<file path="config.mk">
export PLATFORM = sky130hd
export DESIGN_NAME = countdown_timer_slot_bank
export DESIGN_NICKNAME = d
export VERILOG_FILES = /design/src/hw/rtl/cdt_pkg.sv /design/src/hw/rtl/cdt_ram.sv /design/src/hw/rtl/cdt_occ.sv /design/src/hw/rtl/countdown_timer_slot_bank.sv
export SDC_FILE = /design/constraint.sdc
export NUM_CORES = 1
export LEC_CHECK = 0
export BUFFER_PORTS_ARGS = -buffer_cell sky130_fd_sc_hd__buf_2
export CORE_ASPECT_RATIO = 0.6
export CORE_MARGIN = 3
export CORE_UTILIZATION = 55
export DETAILED_ROUTE_END_ITERATION = 7
export GPL_TIMING_DRIVEN = 0
export PLACE_DENSITY_LB_ADDON = 0.3
export REMOVE_ABC_BUFFERS = 1
export SKIP_LAST_GASP = 1
export SLEW_MARGIN = 30
export SYNTH_ARGS = -nofsm -noshare
export SYNTH_HDL_FRONTEND = slang
export SYNTH_HIERARCHICAL = 1
export SYNTH_SLANG_ARGS = --single-unit
</file>
<file path="constraint.sdc">
create_clock -name clk_i -period 5.65 [get_ports clk_i]
set_input_delay 0.8475 -clock clk_i [delete_from_list [all_inputs] [get_ports clk_i]]
set_output_delay 0.8475 -clock clk_i [all_outputs]
set_load 0.01 [all_outputs]
</file>
<file path="src/hw/rtl/cdt_pkg.sv">
// ----------------------------------------------------------------------------
// cdt_pkg
// Shared types and constants for the countdown timer slot bank.
// ----------------------------------------------------------------------------
package cdt_pkg;

  // Operation codes of a request
  localparam logic [1:0] OP_TICK  = 2'd0;
  localparam logic [1:0] OP_REG   = 2'd1;
  localparam logic [1:0] OP_UNREG = 2'd2;

  localparam int OP_W     = 2;
  localparam int START_W  = 32;  // start_count port width
  localparam int SLOT_W   = 3;   // slot index port width, covers up to 8 slots
  localparam int MASK_W   = 5;   // fired mask width

  localparam int DEF_NUM_SLOTS   = 5;
  localparam int DEF_COUNT_WIDTH = 32;

  // Occupancy update, one slot per cycle
  typedef struct packed {
    logic              set;   // slot becomes busy
    logic              clr;   // slot becomes free
    logic [SLOT_W-1:0] idx;
  } occ_upd_t;

  // Occupancy status
  typedef struct packed {
    logic              free_any;
    logic [SLOT_W-1:0] free_idx;  // lowest free slot
  } occ_sts_t;

endpackage

</file>
<file path="src/hw/rtl/cdt_ram.sv">
// ----------------------------------------------------------------------------
// cdt_ram
// Generic single-write, single-read RAM with registered read data.
// ----------------------------------------------------------------------------
module cdt_ram #(
  parameter int WIDTH = 32,
  parameter int DEPTH = 5,
  localparam int AW = (DEPTH > 1) ? $clog2(DEPTH) : 1
) (
  input  logic             clk_i,
  input  logic             we_i,
  input  logic [AW-1:0]    waddr_i,
  input  logic [WIDTH-1:0] wdata_i,
  input  logic             re_i,
  input  logic [AW-1:0]    raddr_i,
  output logic [WIDTH-1:0] rdata_o
);

  logic [WIDTH-1:0] mem_q [DEPTH];
  logic [WIDTH-1:0] rdata_q;

  always_ff @(posedge clk_i) begin
    if (we_i) begin
      mem_q[waddr_i] <= wdata_i;
    end
    if (re_i) begin
      rdata_q <= mem_q[raddr_i];
    end
  end

  assign rdata_o = rdata_q;

endmodule

</file>
<file path="src/hw/rtl/cdt_occ.sv">
// ----------------------------------------------------------------------------
// cdt_occ
// Per-slot busy bits and lowest-free-slot search.
// ----------------------------------------------------------------------------
module cdt_occ import cdt_pkg::*; #(
  parameter int NUM_SLOTS = DEF_NUM_SLOTS
) (
  input  logic                 clk_i,
  input  logic                 rst_ni,
  input  occ_upd_t             upd_i,
  output occ_sts_t             sts_o,
  output logic [NUM_SLOTS-1:0] busy_slots_o
);

  logic [NUM_SLOTS-1:0] nz_q, nz_d;

  always_comb begin
    nz_d = nz_q;
    for (int i = 0; i < NUM_SLOTS; i++) begin
      if (upd_i.idx == SLOT_W'(i)) begin
        if (upd_i.set) nz_d[i] = 1'b1;
        if (upd_i.clr) nz_d[i] = 1'b0;
      end
    end
  end

  always_ff @(posedge clk_i or negedge rst_ni) begin
    if (!rst_ni) begin
      nz_q <= '0;
    end else begin
      nz_q <= nz_d;
    end
  end

  // Priority search, lowest index wins
  always_comb begin
    sts_o.free_any = ~&nz_q;
    sts_o.free_idx = '0;
    for (int i = NUM_SLOTS - 1; i >= 0; i--) begin
      if (!nz_q[i]) sts_o.free_idx = SLOT_W'(i);
    end
  end

  assign busy_slots_o = nz_q;

endmodule

</file>
<file path="src/hw/rtl/countdown_timer_slot_bank.sv">
// ----------------------------------------------------------------------------
// countdown_timer_slot_bank
// Bank of down-counting timer slots with register, unregister and tick.
// ----------------------------------------------------------------------------
// A request is taken when start is high and busy is low. For register and
// unregister the result strobe (done_o) rises in the next cycle and busy
// stays low. A tick walks all NUM_SLOTS slots through the count RAM, one
// read per cycle with the write-back in the cycle after each read, so busy
// is high for the whole walk and done_o pulses in the cycle busy falls.
// Every request gives exactly one result, shown for one cycle only; the
// receiver cannot stall it, and a new request may be accepted in the same
// cycle a result is shown. Result ports read zero when done_o is low. No
// clearing pass is needed after reset: per-slot busy bits mark which RAM
// entries hold a live count.
// ----------------------------------------------------------------------------
module countdown_timer_slot_bank import cdt_pkg::*; #(
  parameter int NUM_SLOTS   = DEF_NUM_SLOTS,
  parameter int COUNT_WIDTH = DEF_COUNT_WIDTH
) (
  input  logic               clk_i,
  input  logic               rst_ni,
  input  logic               start,
  output logic               busy,
  input  logic [OP_W-1:0]    op_i,
  input  logic [START_W-1:0] start_count_i,
  input  logic [SLOT_W-1:0]  slot_index_i,
  output logic               done_o,
  output logic [SLOT_W-1:0]  granted_slot_o,
  output logic               no_free_slot_o,
  output logic [MASK_W-1:0]  fired_mask_o
);

  localparam int IdxW = (NUM_SLOTS > 1) ? $clog2(NUM_SLOTS) : 1;
  localparam int CntW = $clog2(NUM_SLOTS + 1);  // holds NUM_SLOTS itself

  localparam logic ST_IDLE = 1'b0;
  localparam logic ST_TICK = 1'b1;

  logic state_q, state_d;
  logic [CntW-1:0] idx_q, idx_d;          // next slot to read
  logic rsp_v_q;                          // read data valid this cycle
  logic [IdxW-1:0] rsp_idx_q;             // slot of that read data
  logic [MASK_W-1:0] acc_q, acc_d;        // fired bits gathered so far

  logic done_q, done_d;
  logic [SLOT_W-1:0] granted_q, granted_d;
  logic nofree_q, nofree_d;
  logic [MASK_W-1:0] fired_q, fired_d;

  logic accept;
  logic [COUNT_WIDTH-1:0] new_count;
  logic rd_issue;
  logic hit, fire, last;

  occ_upd_t occ_upd;
  occ_sts_t occ_sts;
  logic [NUM_SLOTS-1:0] busy_slots;

  logic ram_we, ram_re;
  logic [IdxW-1:0] ram_waddr, ram_raddr;
  logic [COUNT_WIDTH-1:0] ram_wdata, ram_rdata;

  assign accept    = start && !busy;
  assign new_count = COUNT_WIDTH'(start_count_i);

  // Tick walk: read slot idx_q now, act on its data next cycle
  assign rd_issue = (state_q == ST_TICK) && (idx_q < CntW'(NUM_SLOTS));
  assign hit      = rsp_v_q && busy_slots[rsp_idx_q];
  assign fire     = hit && (ram_rdata == COUNT_WIDTH'(1));
  assign last     = rsp_v_q && (rsp_idx_q == IdxW'(NUM_SLOTS - 1));

  // Slot busy bits
  always_comb begin
    occ_upd = '0;
    if (accept && op_i == OP_REG) begin
      occ_upd.set = occ_sts.free_any && (new_count != '0);
      occ_upd.idx = occ_sts.free_idx;
    end else if (accept && op_i == OP_UNREG) begin
      occ_upd.clr = (32'(slot_index_i) < NUM_SLOTS);
      occ_upd.idx = slot_index_i;
    end else if (fire) begin
      occ_upd.clr = 1'b1;                 // reached zero, slot freed
      occ_upd.idx = SLOT_W'(rsp_idx_q);
    end
  end

  cdt_occ #(
    .NUM_SLOTS(NUM_SLOTS)
  ) u_occ (
    .clk_i       (clk_i),
    .rst_ni      (rst_ni),
    .upd_i       (occ_upd),
    .sts_o       (occ_sts),
    .busy_slots_o(busy_slots)
  );

  // Count RAM: register writes when idle, decrement write-back during walk.
  // Walk reads and writes never hit the same entry in one cycle.
  always_comb begin
    ram_we    = 1'b0;
    ram_waddr = rsp_idx_q;
    ram_wdata = ram_rdata - COUNT_WIDTH'(1);
    if (occ_upd.set) begin
      ram_we    = 1'b1;
      ram_waddr = IdxW'(occ_sts.free_idx);
      ram_wdata = new_count;
    end else if (hit && !fire) begin
      ram_we = 1'b1;
    end
  end

  assign ram_re    = rd_issue;
  assign ram_raddr = idx_q[IdxW-1:0];

  cdt_ram #(
    .WIDTH(COUNT_WIDTH),
    .DEPTH(NUM_SLOTS)
  ) u_ram (
    .clk_i  (clk_i),
    .we_i   (ram_we),
    .waddr_i(ram_waddr),
    .wdata_i(ram_wdata),
    .re_i   (ram_re),
    .raddr_i(ram_raddr),
    .rdata_o(ram_rdata)
  );

  // Sequencer and result register
  always_comb begin
    state_d   = state_q;
    idx_d     = idx_q;
    acc_d     = acc_q;
    done_d    = 1'b0;
    granted_d = '0;
    nofree_d  = 1'b0;
    fired_d   = '0;

    case (state_q)
      ST_IDLE: begin
        if (accept) begin
          case (op_i)
            OP_TICK: begin
              state_d = ST_TICK;
              idx_d   = '0;
              acc_d   = '0;
            end
            OP_REG: begin
              done_d    = 1'b1;
              granted_d = occ_sts.free_any ? occ_sts.free_idx : '0;
              nofree_d  = !occ_sts.free_any;
            end
            default: begin
              done_d = 1'b1;              // unregister or unused code
            end
          endcase
        end
      end
      ST_TICK: begin
        if (rd_issue) idx_d = idx_q + CntW'(1);
        // slots above the mask width still count down, but do not report
        for (int b = 0; b < MASK_W; b++) begin
          if (fire && 32'(rsp_idx_q) == b) acc_d[b] = 1'b1;
        end
        if (last) begin
          state_d = ST_IDLE;
          done_d  = 1'b1;
          fired_d = acc_d;
        end
      end
      default: begin
        state_d = ST_IDLE;
      end
    endcase
  end

  always_ff @(posedge clk_i or negedge rst_ni) begin
    if (!rst_ni) begin
      state_q   <= ST_IDLE;
      idx_q     <= '0;
      rsp_v_q   <= 1'b0;
      done_q    <= 1'b0;
      granted_q <= '0;
      nofree_q  <= 1'b0;
      fired_q   <= '0;
    end else begin
      state_q   <= state_d;
      idx_q     <= idx_d;
      rsp_v_q   <= rd_issue;
      done_q    <= done_d;
      granted_q <= granted_d;
      nofree_q  <= nofree_d;
      fired_q   <= fired_d;
    end
  end

  always_ff @(posedge clk_i) begin
    rsp_idx_q <= idx_q[IdxW-1:0];
    acc_q     <= acc_d;
  end

  assign busy           = (state_q == ST_TICK);
  assign done_o         = done_q;
  assign granted_slot_o = granted_q;
  assign no_free_slot_o = nofree_q;
  assign fired_mask_o   = fired_q;

endmodule

</file>
==> summary.md <==
| Metric | Value |
|---|---|
| Maximum number of pins on one net before global-route repair | 43 |
| Level count of the clock H-tree | 1 |
| Standard-cell rows | 36 |
| Max Cap Viol | 0 |
| CTS clk-pin slew, worst paths | 0.07 ns |
| Final number of setup-violating endpoints | 0 |
| Antenna Cells | 0 |
| Overall track demand over capacity in global routing | 0.223 |
| Storage cell area | 6480 sq um |
| Kind of path behind the tightest hold check | in2async |
| Number of warnings reported in the yosys synthesis log | 6 |
| Mapped Cells | 687 |
| Clock tree from TritonCTS | built |
| Clk sink count | 220 |
| Worst R2R End | u_ram/mem_q[0][4] |
| Endpoints failing hold | 0 |
| Detail-routed via count per cell | 6.02 |
| Clock Path Buffers | 3 |
| Mean routed wirelength per cell | 21.1 um |
| Crit start category | register |
| TritonRoute pass-1 iters | 5 |
| Max_slew headroom | 0.466 |
| Clock skew | 0.00939 ns |
| Final Util | 0.663 |
| Power density over cell area | 497 nW/um^2 |
| Initial Utilization | 0.578 |
| Post-synth top flop | edfxtp_1 |
| Iter 0 DRT Violations | 690 |
| Post-synthesis sequential element count | 220 |
| Clk Latency, worst-skew pair | 0.49 ns |
| Category of the critical setup timing path | reg2reg |
| Share of async-settable or async-resettable flops after synthesis | 0.0909 |
| Commonest non-fill, non-tap cell in the layout | edfxtp_1 |
| Final HPWL DP | 14.1 mm |
| Outcome | completed |
| Part of the cycle the worst path needs | 0.790 |
| Area of the core | 16700 sq um |
| Multi-input gate area in the final layout | 2880 sq um |
| Total wire length | 21.1 mm |
| Launch instance of the worst register-to-register path | busy |
| Via count of the routed design | 6006 |
| Wire length of the first global-routing pass | 32.7 mm |
| Unrepaired setup endpoints after global routing | false |
| Post-synthesis instance area | 9660 sq um |
| Depth of the worst register-to-register path | 10 |
| Total count of max-transition violations in the final report | 0 |
| DRC Markers | 0 |
| GP Congestion | 0.790 |
| Most used cells in the layout excluding fill and tap cells | edfxtp_1 (197), buf_2 (56), nor2_1 (50), inv_1 (38), a21oi_1 (38) |
| Area enclosed by the die boundary | 19200 sq um |
| Fin crit period | 4.47 ns |
| CP arrival | 4.67 ns |
| Pin slew with the least headroom to its limit | 0.799 ns |
| Count of port buffers added during placement | 50 |
| Data required time of the worst path | 5.85 ns |
| Reg2reg setup slack | 1.18 ns |
| Leakage Power | 0.00390 uW |
| Number of buffers inserted by post-CTS setup repair | 0 |
| Unique masters post-synth | 60 |
| Proportion of layout cells with a drive suffix above 1 | 0.195 |
| Largest vdd supply drop | 0.255 mV |
| Number of global-route vias before repair | 5836 |
| Gates resized, CTS repair | 0 |
| Die X-Extent | 177 um |
| Die Span Y | 109 um |
| Net total in the final layout | 798 |
| Critical Path Fanout Max | 21 |
| Area Overhead vs Synth | 14.7% |
| Hold Slack | 0.307 ns |
| Endpoint type of the worst setup path | register |
| Number of antenna violations at the first check in global routing | 0 |
| GRT Residual Overflow | 0 |
| Root buffer cell | clkbuf_16 |
| F_max | 224 MHz |
| Cts hold-fix bufs | 0 |
| Number of nets still failing antenna checks after routing | 0 |
| EDFF count, synth | 197 |
| Mean Syn Cell Area | 14.1 sq um |
| Layout fillers | 1186 |
| Number of CTS-inserted buffers | 20 |
| Sequential area share after synthesis | 0.671 |
| Number of top-level design ports | 51 |
==> cell families (layout without fill, tap and decap cells) <==
kind of cell    count (synthesis)  count (layout)  share of synthesized area
simple gates                  201             201                      0.123
flops                         220             220                      0.671
buf+inv                        73             155                     0.0382
mux                            36              36                     0.0390
fa+ha+maj                       3               3                    0.00389
xor+xnor                       28              28                     0.0254
compound gates                126             126                     0.0999
==> state kept, by name (all words and copies together), names as in the netlist, 3 cells and up <==
| signal | count |
|---|---|
| granted_slot_o | 3 |
| idx_q | 3 |
| u_ram/mem_q | 160 |
| rsp_idx_q | 3 |
| acc_q | 5 |
| fired_mask_o | 5 |
| u_ram/rdata_o | 32 |
| u_occ/busy_slots_o | 5 |
==> layout make-up <==
type                    count  share of cell area
multi-input cells         394               0.260
inverters                  39              0.0132
repair buffers             80              0.0545
clock inverters             9              0.0105
flip-flops and latches    220               0.585
well taps                 228              0.0257
clock buffers              27              0.0513
==> how the worst max path moves through the flow <==
stage | startpoint | end | slack, ns
after floorplan | start_count_i[25] | u_ram/mem_q[0][0] | -2.33
after global placement | start_count_i[0] | u_ram/mem_q[0][4] | -7.29
after detailed placement | op_i[1] | u_ram/mem_q[0][4] | 0.86
after CTS | busy | u_ram/mem_q[0][4] | 1.22
after global routing | busy | u_ram/mem_q[0][4] | 0.94
final | busy | u_ram/mem_q[0][4] | 1.18
==> stage by stage <==
step	setup TNS [ns]	setup WS [ns]	total power [uW]	cell area, sq um	cells
after floorplan	-242.67	-2.33	3550	9430	653
after global placement	-996.09	-7.29	3960	9970	931
after detailed placement	0	0.862	4120	10400	961
after CTS	0	1.22	5520	11100	997
after global routing	0	0.941	5770	11100	997
final	0	1.18	5510	11100	997
==> worst max-delay path: stages (launching register included) <==
cell	delay, ns
dfrtp_1	0.58
nand4bb_1	0.39
nor3b_1	0.70
o21ai_4	0.32
buf_8	0.25
buf_16	0.16
mux2_2	0.34
nor4b_2	0.75
buf_2	0.33
buf_4	0.18
buf_2	0.16
==> synth_stat cells (4+ instances only) <==
| library cell | number | area (sq um) |
|---|---|---|
| nand4_1 | 9 | 56.3 |
| buf_4 | 4 | 30.0 |
| nor4_1 | 17 | 106 |
| xnor2_1 | 23 | 201 |
| nor3b_1 | 7 | 52.6 |
| nor3_1 | 10 | 50.1 |
| a221oi_2 | 13 | 195 |
| edfxtp_1 | 197 | 5920 |
| clkbuf_1 | 10 | 37.5 |
| mux2i_1 | 32 | 320 |
| a211oi_1 | 32 | 240 |
| nand3_1 | 7 | 35.0 |
| o21ai_0 | 9 | 45.0 |
| nand2b_1 | 6 | 37.5 |
| nor2_1 | 51 | 191 |
| buf_2 | 9 | 45.0 |
| xor2_1 | 5 | 43.8 |
| buf_6 | 7 | 78.8 |
| nand2_1 | 21 | 78.8 |
| dfrtp_1 | 20 | 500 |
| nor2b_1 | 35 | 219 |
| and3_1 | 4 | 25.0 |
| and2_1 | 5 | 31.3 |
| inv_1 | 39 | 146 |
| a221oi_1 | 19 | 166 |
| a21oi_1 | 38 | 190 |
| nor4_2 | 4 | 50.1 |
| or3_1 | 4 | 25.0 |
==> report_power, final <==
part	internal (uW)	switching (uW)
Sequential	2330	279
Clock	842	559
Combinational	584	916
Total	3750	1750
==> metal layers <==
metal	track usage	wire length (um)	part of all wire	vias to the layer above
met4	0.0398	257	0.012	0
met1	0.346	9660	0.46	2970
met2	0.338	9380	0.45	243
met5	0	0	0	-
met3	0.0386	1780	0.084	28
li1	-	-	-	2765
(Power assumes the default switching activity.)
